`src/rtl/psgvgm_pkg.sv`:
```
// shared constants, codes and types of the psg to vgm command transcoder
package psgvgm_pkg;

   // psg stream command bytes
   localparam logic [7:0] PSG_FRAME_WAIT = 8'hFF;
   localparam logic [7:0] PSG_LONG_WAIT  = 8'hFE;

   // vgm command bytes
   localparam logic [7:0] VGM_WAIT_N     = 8'h61;
   localparam logic [7:0] VGM_WAIT_FRAME = 8'h63;
   localparam logic [7:0] VGM_PSG_WRITE  = 8'hA0;
   localparam logic [7:0] VGM_END        = 8'h66;
   localparam logic [7:0] VGM_FULL_BYTE  = 8'hFF;

   // header layout
   localparam logic [4:0] HDR_LEN       = 5'd16;
   localparam logic [4:0] HDR_MAGIC_LEN = 5'd4;

   // largest wait that one 0x61 chunk carries
   localparam logic [19:0] CHUNK_MAX = 20'h0FFFF;

   // configuration registers
   localparam logic [9:0] FRAME_SAMPLES_RST = 10'd882;
   localparam logic       REG_FRAME_SAMPLES = 1'b0;

   typedef enum logic [1:0] {
      PH_HEADER,
      PH_CMD,
      PH_COUNT,
      PH_VALUE
   } phase_type;

   typedef enum logic [3:0] {
      ST_IDLE,
      ST_EOS,
      ST_FRAME,
      ST_REG_CMD,
      ST_REG_NUM,
      ST_VALUE,
      ST_MUL,
      ST_ADD,
      ST_CHUNK_CMD,
      ST_CHUNK_LO,
      ST_CHUNK_HI
   } seq_type;

   function automatic logic [7:0] magic_byte(input logic [1:0] idx);
      logic [7:0] b;
      unique case (idx)
         2'd0:    b = 8'h50;
         2'd1:    b = 8'h53;
         2'd2:    b = 8'h47;
         default: b = 8'h1A;
      endcase
      return b;
   endfunction

endpackage

```
`src/rtl/psgvgm_if.sv`:
```
// valid/ready channel interfaces for psg input bytes and vgm output bytes
interface psgvgm_req_if;
   logic       valid;
   logic       ready;
   logic [7:0] in_byte;
   logic       end_of_stream;

   modport source (output valid, output in_byte, output end_of_stream, input ready);
   modport sink   (input valid, input in_byte, input end_of_stream, output ready);
endinterface

interface psgvgm_rsp_if;
   logic        valid;
   logic        ready;
   logic [7:0]  out_byte;
   logic        last;
   logic [31:0] sample_total;
   logic        header_error;

   modport source (output valid, output out_byte, output last, output sample_total,
                   output header_error, input ready);
   modport sink   (input valid, input out_byte, input last, input sample_total,
                   input header_error, output ready);
endinterface

```
`src/rtl/psg_to_vgm_command_transcoder_core.sv`:
```
// top level of the psg register dump to vgm command byte transcoder
//
// Takes one psg stream byte per req beat and sends the vgm command bytes that
// it completes on rsp, one byte per beat, with last on the final byte of each
// input. The first 16 bytes are the header (magic 'P','S','G',0x1A checked,
// a mismatch sets the sticky header_error); they give no rsp beats. After the
// header: 0xFF gives 0x63, 0xFE plus a count byte gives a long wait of
// count*4*frame_samples emitted as 0x61 FF FF chunks and a closing 0x61 lo hi
// chunk, any other byte plus a value byte gives 0xA0 reg value. An
// end_of_stream beat always gives one 0x66 beat. sample_total and
// header_error on rsp are the values after the input that caused the beat,
// captured into the rsp output register along with the byte.
// Sequencing: header bytes and the 0xFE of a long wait only update the parse
// state; every other byte is followed by its emitted bytes, one per beat
// while rsp is ready. A long wait's count byte first runs 8 shift-add steps
// of the shared 20-bit adder (one per bit of the count), then an add into
// the sample total, then up to 16 chunks of three bytes. The block takes
// no new byte until the last byte of the current one is loaded into the rsp
// output register. frame_samples is written through the apb-style port at
// byte address 0, by the user only while idle; the block does not enforce it.
module psg_to_vgm_command_transcoder_core
   import psgvgm_pkg::*;
(
   input  logic               clock,
   input  logic               reset,
   psgvgm_req_if.sink         req,
   psgvgm_rsp_if.source       rsp,
   input  logic               psel,
   input  logic               penable,
   input  logic               pwrite,
   input  logic [2:0]         paddr,
   input  logic [31:0]        pwdata,
   output logic [31:0]        prdata,
   output logic               pready
);

   // sequencer and parse state
   seq_type     state_ff, state_in;
   phase_type   phase_ff, phase_in;
   logic [4:0]  hdr_cnt_ff, hdr_cnt_in;
   logic        bad_ff, bad_in;
   logic [31:0] total_ff, total_in;
   logic [9:0]  fs_ff, fs_in;

   // working registers of the current item
   logic [7:0]  hold_ff, hold_in;
   logic [19:0] wait_ff, wait_in;
   logic [2:0]  mul_cnt_ff, mul_cnt_in;

   // output register
   logic        rsp_valid_ff, rsp_valid_in;
   logic [7:0]  rsp_byte_ff, rsp_byte_in;
   logic        rsp_last_ff, rsp_last_in;
   logic [31:0] rsp_total_ff, rsp_total_in;
   logic        rsp_herr_ff, rsp_herr_in;

   // handshake terms
   logic        req_fire;
   logic        slot_free;
   logic        emit_req;
   logic        emit_fire;
   logic [7:0]  emit_byte;
   logic        emit_last;
   logic        csr_write;

   // shared 20-bit adder: shift-add multiply steps and the chunk compare
   logic [19:0] alu_a;
   logic [19:0] alu_b;
   logic        alu_cin;
   logic [20:0] alu_sum;
   logic        chunk_full;

   // sample total adder
   logic [31:0] tot_add;

   assign req_fire  = req.valid && req.ready;
   assign slot_free = !rsp_valid_ff || rsp.ready;
   assign emit_fire = emit_req && slot_free;
   assign csr_write = psel && penable && pwrite && pready;

   // register port
   assign pready = 1'b1;
   assign prdata = (paddr[2] == REG_FRAME_SAMPLES) ? {22'd0, fs_ff} : 32'd0;

   // shared unit operand select: multiply step in ST_MUL, else wait - 0xFFFF
   always_comb begin
      if (state_ff == ST_MUL) begin
         alu_a   = {wait_ff[18:0], 1'b0};
         alu_b   = hold_ff[7] ? {8'd0, fs_ff, 2'b00} : 20'd0;
         alu_cin = 1'b0;
      end else begin
         alu_a   = wait_ff;
         alu_b   = ~CHUNK_MAX;
         alu_cin = 1'b1;
      end
   end

   assign alu_sum    = {1'b0, alu_a} + {1'b0, alu_b} + {20'd0, alu_cin};
   // carry out of the subtract means a full 0xFFFF chunk remains
   assign chunk_full = alu_sum[20];

   // next state
   always_comb begin
      state_in = state_ff;
      unique case (state_ff)
         ST_IDLE: begin
            if (req_fire) begin
               if (req.end_of_stream) begin
                  state_in = ST_EOS;
               end else begin
                  unique case (phase_ff)
                     PH_HEADER: state_in = ST_IDLE;
                     PH_CMD: begin
                        priority if (req.in_byte == PSG_FRAME_WAIT) begin
                           state_in = ST_FRAME;
                        end else if (req.in_byte == PSG_LONG_WAIT) begin
                           state_in = ST_IDLE;
                        end else begin
                           state_in = ST_REG_CMD;
                        end
                     end
                     PH_COUNT: state_in = ST_MUL;
                     PH_VALUE: state_in = ST_VALUE;
                  endcase
               end
            end
         end
         ST_EOS, ST_FRAME, ST_REG_NUM, ST_VALUE: begin
            if (slot_free) state_in = ST_IDLE;
         end
         ST_REG_CMD: begin
            if (slot_free) state_in = ST_REG_NUM;
         end
         ST_MUL: begin
            if (mul_cnt_ff == 3'd7) state_in = ST_ADD;
         end
         ST_ADD: state_in = ST_CHUNK_CMD;
         ST_CHUNK_CMD: begin
            if (slot_free) state_in = ST_CHUNK_LO;
         end
         ST_CHUNK_LO: begin
            if (slot_free) state_in = ST_CHUNK_HI;
         end
         ST_CHUNK_HI: begin
            if (slot_free) state_in = chunk_full ? ST_CHUNK_CMD : ST_IDLE;
         end
         default: state_in = ST_IDLE;
      endcase
   end

   // sequencer outputs
   always_comb begin
      req.ready = 1'b0;
      emit_req  = 1'b0;
      emit_byte = 8'd0;
      emit_last = 1'b0;
      unique case (state_ff)
         ST_IDLE: req.ready = 1'b1;
         ST_EOS: begin
            emit_req  = 1'b1;
            emit_byte = VGM_END;
            emit_last = 1'b1;
         end
         ST_FRAME: begin
            emit_req  = 1'b1;
            emit_byte = VGM_WAIT_FRAME;
            emit_last = 1'b1;
         end
         ST_REG_CMD: begin
            emit_req  = 1'b1;
            emit_byte = VGM_PSG_WRITE;
         end
         ST_REG_NUM, ST_VALUE: begin
            emit_req  = 1'b1;
            emit_byte = hold_ff;
            emit_last = 1'b1;
         end
         ST_MUL, ST_ADD: begin
            emit_req = 1'b0;
         end
         ST_CHUNK_CMD: begin
            emit_req  = 1'b1;
            emit_byte = VGM_WAIT_N;
         end
         ST_CHUNK_LO: begin
            emit_req  = 1'b1;
            emit_byte = chunk_full ? VGM_FULL_BYTE : wait_ff[7:0];
         end
         ST_CHUNK_HI: begin
            emit_req  = 1'b1;
            emit_byte = chunk_full ? VGM_FULL_BYTE : wait_ff[15:8];
            emit_last = !chunk_full;
         end
         default: req.ready = 1'b0;
      endcase
   end

   // sample total addend: one frame on a frame wait, the product on a long wait
   always_comb begin
      if (state_ff == ST_ADD) begin
         tot_add = {12'd0, wait_ff};
      end else begin
         tot_add = {22'd0, fs_ff};
      end
   end

   // datapath next values
   always_comb begin
      phase_in   = phase_ff;
      hdr_cnt_in = hdr_cnt_ff;
      bad_in     = bad_ff;
      total_in   = total_ff;
      fs_in      = fs_ff;
      hold_in    = hold_ff;
      wait_in    = wait_ff;
      mul_cnt_in = mul_cnt_ff;

      if (csr_write && (paddr[2] == REG_FRAME_SAMPLES)) begin
         fs_in = pwdata[9:0];
      end

      if (req_fire) begin
         if (req.end_of_stream) begin
            // a pending count or value byte is dropped
            if (phase_ff != PH_HEADER) phase_in = PH_CMD;
         end else begin
            unique case (phase_ff)
               PH_HEADER: begin
                  if ((hdr_cnt_ff < HDR_MAGIC_LEN) &&
                      (req.in_byte != magic_byte(hdr_cnt_ff[1:0]))) begin
                     bad_in = 1'b1;
                  end
                  hdr_cnt_in = hdr_cnt_ff + 5'd1;
                  if (hdr_cnt_in >= HDR_LEN) phase_in = PH_CMD;
               end
               PH_CMD: begin
                  priority if (req.in_byte == PSG_FRAME_WAIT) begin
                     total_in = total_ff + tot_add;
                  end else if (req.in_byte == PSG_LONG_WAIT) begin
                     phase_in = PH_COUNT;
                  end else begin
                     hold_in  = req.in_byte;
                     phase_in = PH_VALUE;
                  end
               end
               PH_COUNT: begin
                  // count byte is shifted out msb first by the multiply steps
                  hold_in    = req.in_byte;
                  wait_in    = 20'd0;
                  mul_cnt_in = 3'd0;
                  phase_in   = PH_CMD;
               end
               PH_VALUE: begin
                  hold_in  = req.in_byte;
                  phase_in = PH_CMD;
               end
            endcase
         end
      end

      unique case (state_ff)
         ST_MUL: begin
            wait_in    = alu_sum[19:0];
            hold_in    = {hold_ff[6:0], 1'b0};
            mul_cnt_in = mul_cnt_ff + 3'd1;
         end
         ST_ADD: total_in = total_ff + tot_add;
         ST_CHUNK_HI: begin
            // step down by one full chunk, or clear after the closing chunk
            if (slot_free) wait_in = chunk_full ? alu_sum[19:0] : 20'd0;
         end
         default: begin
         end
      endcase
   end

   // output register: loads on an emitted byte with the totals it reports,
   // empties when taken
   always_comb begin
      rsp_valid_in = rsp_valid_ff;
      rsp_byte_in  = rsp_byte_ff;
      rsp_last_in  = rsp_last_ff;
      rsp_total_in = rsp_total_ff;
      rsp_herr_in  = rsp_herr_ff;
      if (emit_fire) begin
         rsp_valid_in = 1'b1;
         rsp_byte_in  = emit_byte;
         rsp_last_in  = emit_last;
         rsp_total_in = total_ff;
         rsp_herr_in  = bad_ff;
      end else if (rsp.ready) begin
         rsp_valid_in = 1'b0;
      end
   end

   always_ff @(posedge clock) begin
      if (reset) begin
         state_ff     <= ST_IDLE;
         phase_ff     <= PH_HEADER;
         hdr_cnt_ff   <= 5'd0;
         bad_ff       <= 1'b0;
         total_ff     <= 32'd0;
         fs_ff        <= FRAME_SAMPLES_RST;
         wait_ff      <= 20'd0;
         mul_cnt_ff   <= 3'd0;
         rsp_valid_ff <= 1'b0;
      end else begin
         state_ff     <= state_in;
         phase_ff     <= phase_in;
         hdr_cnt_ff   <= hdr_cnt_in;
         bad_ff       <= bad_in;
         total_ff     <= total_in;
         fs_ff        <= fs_in;
         wait_ff      <= wait_in;
         mul_cnt_ff   <= mul_cnt_in;
         rsp_valid_ff <= rsp_valid_in;
      end
   end

   // payload registers
   always_ff @(posedge clock) begin
      hold_ff      <= hold_in;
      rsp_byte_ff  <= rsp_byte_in;
      rsp_last_ff  <= rsp_last_in;
      rsp_total_ff <= rsp_total_in;
      rsp_herr_ff  <= rsp_herr_in;
   end

   // totals travel with the beat, so a waiting beat keeps its own values
   assign rsp.valid        = rsp_valid_ff;
   assign rsp.out_byte     = rsp_byte_ff;
   assign rsp.last         = rsp_last_ff;
   assign rsp.sample_total = rsp_total_ff;
   assign rsp.header_error = rsp_herr_ff;

endmodule
```
`src/flat_wrapper.sv`:
```
// flat-port wrapper written by rule: the top's interface ports become plain ports
module psg_to_vgm_command_transcoder_core_flat import psgvgm_pkg::*;
  (clock, reset, psel, penable, pwrite, paddr, pwdata, prdata, pready, req_valid, req_in_byte, req_end_of_stream, req_ready, rsp_valid, rsp_out_byte, rsp_last, rsp_sample_total, rsp_header_error, rsp_ready);
  psgvgm_req_if req_i ();
  psgvgm_rsp_if rsp_i ();
  input  logic clock;
  input  logic reset;
  input  logic psel;
  input  logic penable;
  input  logic pwrite;
  input  logic [2:0] paddr;
  input  logic [31:0] pwdata;
  output logic [31:0] prdata;
  output logic pready;
  input wire logic [$bits(req_i.valid)-1:0] req_valid;
  input wire logic [$bits(req_i.in_byte)-1:0] req_in_byte;
  input wire logic [$bits(req_i.end_of_stream)-1:0] req_end_of_stream;
  output wire logic [$bits(req_i.ready)-1:0] req_ready;
  output wire logic [$bits(rsp_i.valid)-1:0] rsp_valid;
  output wire logic [$bits(rsp_i.out_byte)-1:0] rsp_out_byte;
  output wire logic [$bits(rsp_i.last)-1:0] rsp_last;
  output wire logic [$bits(rsp_i.sample_total)-1:0] rsp_sample_total;
  output wire logic [$bits(rsp_i.header_error)-1:0] rsp_header_error;
  input wire logic [$bits(rsp_i.ready)-1:0] rsp_ready;
  assign req_i.valid = req_valid;
  assign req_i.in_byte = req_in_byte;
  assign req_i.end_of_stream = req_end_of_stream;
  assign req_ready = req_i.ready;
  assign rsp_valid = rsp_i.valid;
  assign rsp_out_byte = rsp_i.out_byte;
  assign rsp_last = rsp_i.last;
  assign rsp_sample_total = rsp_i.sample_total;
  assign rsp_header_error = rsp_i.header_error;
  assign rsp_i.ready = rsp_ready;
  psg_to_vgm_command_transcoder_core u_core (.clock(clock), .reset(reset), .req(req_i), .rsp(rsp_i), .psel(psel), .penable(penable), .pwrite(pwrite), .paddr(paddr), .pwdata(pwdata), .prdata(prdata), .pready(pready));
endmodule
```
`config.mk`:
```
export PLATFORM = sky130hd
export DESIGN_NAME = psg_to_vgm_command_transcoder_core_flat
export DESIGN_NICKNAME = d
export VERILOG_FILES = /design/src/rtl/psgvgm_pkg.sv /design/src/rtl/psgvgm_if.sv /design/src/rtl/psg_to_vgm_command_transcoder_core.sv /design/src/flat_wrapper.sv
export SDC_FILE = /design/constraint.sdc
export NUM_CORES = 1
export LEC_CHECK = 0
export BUFFER_PORTS_ARGS = -buffer_cell sky130_fd_sc_hd__buf_2
export CORE_MARGIN = 2
export CORE_UTILIZATION = 30
export CTS_CLUSTER_DIAMETER = 120
export DETAILED_ROUTE_END_ITERATION = 8
export PLACE_DENSITY = 0.49
export SYNTH_ARGS = -nofsm -noshare
export SYNTH_HDL_FRONTEND = slang
export SYNTH_SLANG_ARGS = --single-unit
```
`constraint.sdc`:
```
create_clock -name clock -period 5.75 [get_ports clock]
set_input_delay 1.15 -clock clock [delete_from_list [all_inputs] [get_ports clock]]
set_output_delay 1.15 -clock clock [all_outputs]
set_load 0.05 [all_outputs]
```
==> impl_metrics.tcl, run 1 <==
set metrics [dict create \
    viasPerCell 5.16 \
    finalClockSkew_ns 0.00867 \
    gr-total-overflow 0 \
    clk_path_buf_depth 2 \
    area_growth_syn_to_layout_pct 16.3 \
    cts-hold-fix-buffers 0 \
    yosys.area.top_type "dfxtp_1" \
    fin_crit_ns 4.64 \
    whs_endpoint "u_core.rsp.header_error" \
    leakage_nw 3.69 \
    fillers 2716 \
    dp_hpwl_um 15300 \
    gp_congestion 0.827 \
    final_cells 1348 \
    track_usage 0.154 \
    worst_slew_pin_slew_ns 0.988 \
    cts_made_buffers 17 \
    r2r-start "u_core.state_ff[1]" \
    path_cells "nand4bb_1 -> nand2_1 -> o21ai_0 -> ha_1 -> and4_1 -> o21a_1 -> a21boi_0 -> or4_4 -> a22oi_4 -> nand2_2 -> a21oi_1 -> buf_4 -> a22o_1" \
    crit_fanout 16 \
    synth_edf_count 49 \
    r2r_end "u_core.wait_ff[10]" \
    worstSkewPairLatency_ns 0.42 \
    clockPowerShare 0.502 \
    tns_ns 0 \
    postRouteAntennaNets 0 \
    outcome "finished, final reports clean" \
    critPathMaxStageDelay_ns 0.64 \
    max_freq_mhz 216 \
    multi_input_area_mm2 0.00456 \
    io_pins 128 \
    comb_power_share 0.084 \
    synth_cell_type_count 75 \
    cts_num_sinks 128 \
    hp-start "u_core.bad_ff" \
    cts_tree "done" \
    critPathLaunchType "flip-flop" \
    final_nets 1089 \
    power.switching_uw 601 \
    drc 0 \
    end_kind "flip-flop" \
    dieHeight_um 167 \
    required_ns 6.11 \
    antenna_found_initial 0 \
    cp.arrival_ns 5.00 \
    max-cap-violations 0 \
    slew_viol_final 0 \
    drive_above_1_share 0.144 \
    hp-class "reg -> reg" \
    swShare 0.257 \
    async_reset_ff_frac 0 \
    rsz0062_at_grt "no" \
    via_count 6955 \
    max_slew_margin 0.335 \
    seqPwrFrac 0.414 \
    holdPathStages 0 \
    grt_pass1_wl_um 34900 \
    rows 59 \
    grt_max_degree 66 \
    rrSetupSlack_ns 1.11 \
    synth_area_leaders "dfxtp_1 20%, edfxtp_1 19%, nand2_1 7.4%" \
    die_w_um 167 \
    yosysSeqAreaShare 0.384 \
    io_buffers 80 \
    finalHoldViolations 0 \
    netlist_area_mm2 0.00794 \
    n_antenna_cell 0 \
    clk_pin_slew_ns 0.06 \
    synth.avg_cell_area_um2 8.46 \
    regArea_mm2 0.00305 \
    p_int_mw 1.74 \
    grt_pass1_vias 6506 \
    cts-root-buf "clkbuf_16" \
    cp_slowest_cell "or4_4" \
    placedCellCount 1316 \
    yosys_register_bits 128 \
    min_period_over_period 0.806 \
    critical_path_class "reg -> reg" \
    wl_per_cell_um 16.1 \
    start_util 0.305 \
    reg2reg_depth 13 \
    synth_top_area_share 0.199 \
    yosys_warnings 0 \
    postCtsResizedCells 0 \
    finalSetupViolCount 0 \
    syn_inst 939 \
    power_density_mw_per_mm2 253 \
    core_mm2 0.0261 \
    drt_iter0_markers 515 \
    dr.pass1.iters 5 \
    cts_max_level 4 \
    ir_drop_mv 0.193 \
    dieArea_mm2 0.0278 \
    synthFlopType "dfxtp_1" \
    cts_setup_buffers 0 \
    routed_wl_um 21700 \
]
## power groups by stage
stage | sequential (mW) | clock, mW | combinational (mW)
after global routing | 0.970 | 1.23 | 0.209
after detailed placement | 0.988 | 0 | 0.197
after CTS | 0.968 | 1.20 | 0.198
final | 0.968 | 1.17 | 0.196
after floorplan | 1.03 | 0 | 0.114
after global placement | 0.988 | 0 | 0.197
## registers in the layout, indices dropped and copies added (netlist names)
name,cells
u_core.wait_ff,20
u_core.hdr_cnt_ff,5
u_core.rsp.out_byte,8
u_core.mul_cnt_ff,3
u_core.fs_ff,10
u_core.total_ff,32
u_core.state_ff,4
u_core.rsp.valid,1
u_core.rsp.last,1
u_core.rsp.sample_total,32
u_core.phase_ff,2
u_core.bad_ff,1
u_core.hold_ff,8
u_core.rsp.header_error,1
## stage by stage
stage / util / setup slack [ns] / hold WS, ns / total power [mW] / area, um^2
2_1_floorplan: - / 1.53 / 0.409 / 1.15 / 8020
3_3_place_gp: 0.330 / 1.14 / 0.429 / 1.18 / 8610
3_5_place_dp: 0.330 / 1.15 / 0.428 / 1.18 / 8610
4_1_cts: 0.354 / 1.13 / 0.443 / 2.36 / 9240
5_1_grt: 0.354 / 0.775 / 0.465 / 2.41 / 9240
6_report: 0.354 / 1.11 / 0.446 / 2.34 / 9240
## synthesized netlist by cell type, drive strengths merged (5+ instances only)
master,count
o21a,6
a21oi,77
nand3,24
o21bai,6
xor2,15
ha,37
and4,6
a31oi,6
and3,17
o21ai,48
nor2,65
a211oi,9
dfxtp,79
o211ai,8
a21o,16
a211o,5
clkbuf,39
nand4,15
nand2,157
nand2b,12
and2,16
o31ai,5
or3,11
a22o,17
xnor2,25
inv,17
a22oi,8
nor3,15
nor2b,19
buf,35
edfxtp,49
a21boi,5
## layout by cell type (no fill, tap or decap), types with 5 or more instances in the layout
cell and instances:
a21oi_1 77, a31oi_1 6, a22o_1 17, a22oi_1 7, or3_1 11, xor2_1 15, nand4_1 15, a21o_1 16
o21bai_1 6, and2_1 14, o21ai_0 47, dfxtp_1 79, inv_1 17, nand2_1 156, a211o_1 5, buf_2 80
clkbuf_16 17, o211ai_1 8, xnor2_1 25, nor2_1 65, nor3_1 15, ha_1 37, conb_1 23, edfxtp_1 49
and3_1 17, nor2b_1 18, nand2b_1 12, buf_4 15, a211oi_1 9, o21a_1 6, nand3_1 24, a21boi_0 5
and4_1 6
## cell families (layout without fill, tap and decap cells)
logic type	count (synthesis)	after routing	share of synthesized area
adder cells (fa/ha/maj)	38	38	0.0608
AO/OA/AOI/OAI	251	251	0.211
other	2	23	0.000946
XOR/XNOR	40	40	0.0441
flip-flops	128	128	0.384
multiplexers	5	5	0.00677
AND/OR/NAND/NOR	383	383	0.236
buffers and inverters	92	145	0.0559
## worst max path at each step
stage	start	endpoint	slack, ns	cells past startpoint
CTS	u_core.state_ff[1]	u_core.wait_ff[10]	1.13	13
detailed placement	u_core.state_ff[1]	u_core.wait_ff[7]	1.15	13
floorplan	u_core.state_ff[1]	u_core.wait_ff[16]	1.53	16
global placement	u_core.state_ff[1]	u_core.wait_ff[13]	1.14	13
finish	u_core.state_ff[1]	u_core.wait_ff[10]	1.11	13
global route	u_core.state_ff[1]	u_core.wait_ff[3]	0.78	13
## routing by layer
metal	track usage	part of all wire	wire length, um
met4	0.0416	0.012	266
met5	0	0	0
met2	0.242	0.46	9900
met3	0.0297	0.041	892
met1	0.217	0.49	10600
## critical path, delay by kind of cell (launching register included)
family / cells / cell delay (ns)
simple gates: 5 / 1.84
buf+inv: 1 / 0.25
compound gates: 6 / 1.49
flops: 1 / 0.62
fa+ha+maj: 1 / 0.38
## area by class of cell
cell class / instances / area share
inverters: 18 / 0.00731
clock inverters: 13 / 0.0200
multi-input cells: 740 / 0.493
clock buffers: 19 / 0.0479
repair buffers: 95 / 0.0555
flip-flops and latches: 128 / 0.330
well taps: 335 / 0.0454
No activity file was read; power rests on OpenSTA's default activity.
==> inputs of run 2 (changes only) <==
ABC_AREA = 1   (was unset)
PLACE_DENSITY = 0.5   (was 0.49)
clock period = 3.96 ns   (was 5.75 ns; I/O delays follow)
==> run 2 against run 1 <==
Register-to-register slack got worse by 0.69 ns. First-iteration DRC count grew 13%. Cell area grew 2.6%. Largest cell class unchanged. Largest power group unchanged.
==> impl_metrics.tcl, run 2 <==
set metrics [dict create \
    dp_hpwl_um 17400 \
    rrSetupSlack_ns 0.42 \
    syn_inst 1145 \
    postCtsResizedCells 0 \
    worst_slew_pin_slew_ns 0.933 \
    gr-total-overflow 0 \
    reg2reg_depth 15 \
    comb_power_share 0.197 \
    hold_slack_ns 0.456 \
    crit_fanout 34 \
    rows 60 \
    drt_iter0_markers 582 \
    final_cell_mix "251 x nand2_1, 136 x inv_1, 115 x nor2_1, 93 x o21ai_0, 90 x a21oi_1" \
    synth_cell_type_count 50 \
    yosysSeqAreaShare 0.373 \
    final_nets 1311 \
    max_freq_mhz 283 \
    outcome "finished, final reports clean" \
    clockPowerShare 0.409 \
    finalHoldViolations 0 \
    mostFrequentLayoutCell "nand2_1" \
    hp-start "u_core.bad_ff" \
    tns_ns 0 \
    critical_path_class "reg -> reg" \
    yosys.area.top_type "dfxtp_1" \
    viasPerCell 4.89 \
    synth_most_common_cell "nand2_1" \
    clk_pin_slew_ns 0.06 \
    track_usage 0.167 \
    synth_area_leaders "dfxtp_1 19%, edfxtp_1 18%, nand2_1 11%" \
    drc 0 \
    synth_top_area_share 0.193 \
    die_w_um 169 \
    core_mm2 0.0269 \
    dieArea_mm2 0.0287 \
    cts-root-buf "clkbuf_16" \
    cts_setup_buffers 0 \
    dr.pass1.iters 5 \
    io_buffers 80 \
    final_cells 1576 \
    holdPathStages 0 \
    critPathMaxStageDelay_ns 0.38 \
    fin_crit_ns 3.54 \
    finalClockSkew_ns 0.0114 \
    min_period_over_period 0.893 \
    max_slew_margin 0.373 \
    cp_slowest_cell "dfxtp_1" \
    n_antenna_cell 0 \
    cts_tree "done" \
    placedCellCount 1544 \
    synth.avg_cell_area_um2 7.16 \
    grt_max_degree 46 \
    swShare 0.341 \
    cp.arrival_ns 3.67 \
    whs_endpoint "u_core.rsp.header_error" \
    antenna_found_initial 0 \
    r2r_end "u_core.rsp.out_byte[7]" \
    netlist_area_mm2 0.00820 \
    yosys_register_bits 128 \
    worstSkewPairLatency_ns 0.44 \
    via_count 7713 \
    required_ns 4.10 \
    slew_viol_final 0 \
    max-cap-violations 0 \
    clk_path_buf_depth 2 \
    leakage_nw 4.14 \
    yosys_warnings 0 \
    async_reset_ff_frac 0 \
    synthTopCellsByCount "251 x nand2_1, 137 x inv_1, 115 x nor2_1, 93 x o21ai_0, 90 x a21oi_1" \
    power.switching_mw 1.34 \
    wl_per_cell_um 15.0 \
    end_kind "flip-flop" \
    synthFlopType "dfxtp_1" \
    drive_above_1_share 0.123 \
    grt_pass1_vias 7143 \
    p_int_mw 2.59 \
    finalSetupViolCount 0 \
    critPathLaunchType "flip-flop" \
    r2r-start "u_core.state_ff[2]" \
    area_growth_syn_to_layout_pct 15.7 \
    power_density_mw_per_mm2 415 \
    routed_wl_um 23600 \
    cts_num_sinks 128 \
    dieHeight_um 169 \
    gp_congestion 0.857 \
    grt_pass1_wl_um 37500 \
    cts-hold-fix-buffers 0 \
    ir_drop_mv 0.280 \
    synth_edf_count 49 \
    hp-class "reg -> reg" \
    postRouteAntennaNets 0 \
    seqPwrFrac 0.394 \
    io_pins 128 \
    path_cells "inv_1 -> nor2_2 -> nand2_4 -> o21ai_0 -> ha_1 -> nand2_1 -> inv_1 -> a21oi_1 -> nand3_1 -> nand2_1 -> nor2_2 -> nor2_2 -> clkinv_2 -> nand2_1 -> o2111ai_1" \
    cts_made_buffers 17 \
    rsz0062_at_grt "no" \
    start_util 0.305 \
    cts_max_level 4 \
]
[run 2: layout make-up]
type	instances	area, um^2
Fill cell	2911	17400
Multi-Input combinational cell	840	4370
Inverter	141	531
Clock buffer	18	429
Tap cell	341	427
Sequential cell	128	3050
Timing Repair Buffer	94	518
Clock inverter	14	156
[run 2: power groups by stage]
stage          combinational, mW  sequential (mW)  clock, mW
4_1_cts                    0.782             1.55       1.64
2_1_floorplan              0.308             1.87          0
3_3_place_gp               0.776             1.58          0
3_5_place_dp               0.778             1.58          0
5_1_grt                    0.827             1.56       1.70
6_report                   0.773             1.55       1.61
[run 2: cell families after synthesis]
group	Yosys count	synth area share
buffers and inverters	198	0.104
adders and majority gates	38	0.0589
DFF	128	0.373
xor gates and xnor gates	25	0.0267
other	2	0.000916
and+or+nand+nor	507	0.264
AOI/OAI and AO/OA	247	0.173
[run 2: per-stage QoR]
step,util,power (mW),worst slack [ns],instance area [um^2]
final,0.353,3.93,0.425,9480
after global routing,0.353,4.08,0.108,9480
after CTS,0.353,3.98,0.423,9480
after detailed placement,0.331,2.36,0.440,8890
after global placement,0.331,2.36,0.447,8890
after floorplan,-,2.18,0.688,8270
[run 2: worst max path at each step]
stage | end | startpoint | cells past startpoint | slack [ns]
after detailed placement | u_core.rsp.out_byte[7] | u_core.state_ff[2] | 15 | 0.44
after floorplan | u_core.rsp.out_byte[5] | u_core.state_ff[1] | 20 | 0.69
final | u_core.rsp.out_byte[7] | u_core.state_ff[2] | 15 | 0.42
after global placement | u_core.rsp.out_byte[7] | u_core.state_ff[2] | 15 | 0.45
after CTS | u_core.rsp.out_byte[7] | u_core.state_ff[2] | 15 | 0.42
after global routing | u_core.rsp.out_byte[7] | u_core.state_ff[2] | 17 | 0.11
[run 2: worst max-delay path, delay by kind of cell, from the launching register on]
| family | cells | cell delay (ns) |
|---|---|---|
| fa+ha+maj | 1 | 0.36 |
| flops | 1 | 0.38 |
| buf+inv | 3 | 0.32 |
| simple gates | 8 | 1.51 |
| compound gates | 3 | 0.65 |
[run 2: metal layers]
layer	GRT usage	vias to the layer above	part of all wire
met5	0	-	0
met4	0.0505	0	0.013
met3	0.0252	23	0.039
met2	0.279	163	0.47
met1	0.222	3571	0.48
li1	-	3956	-
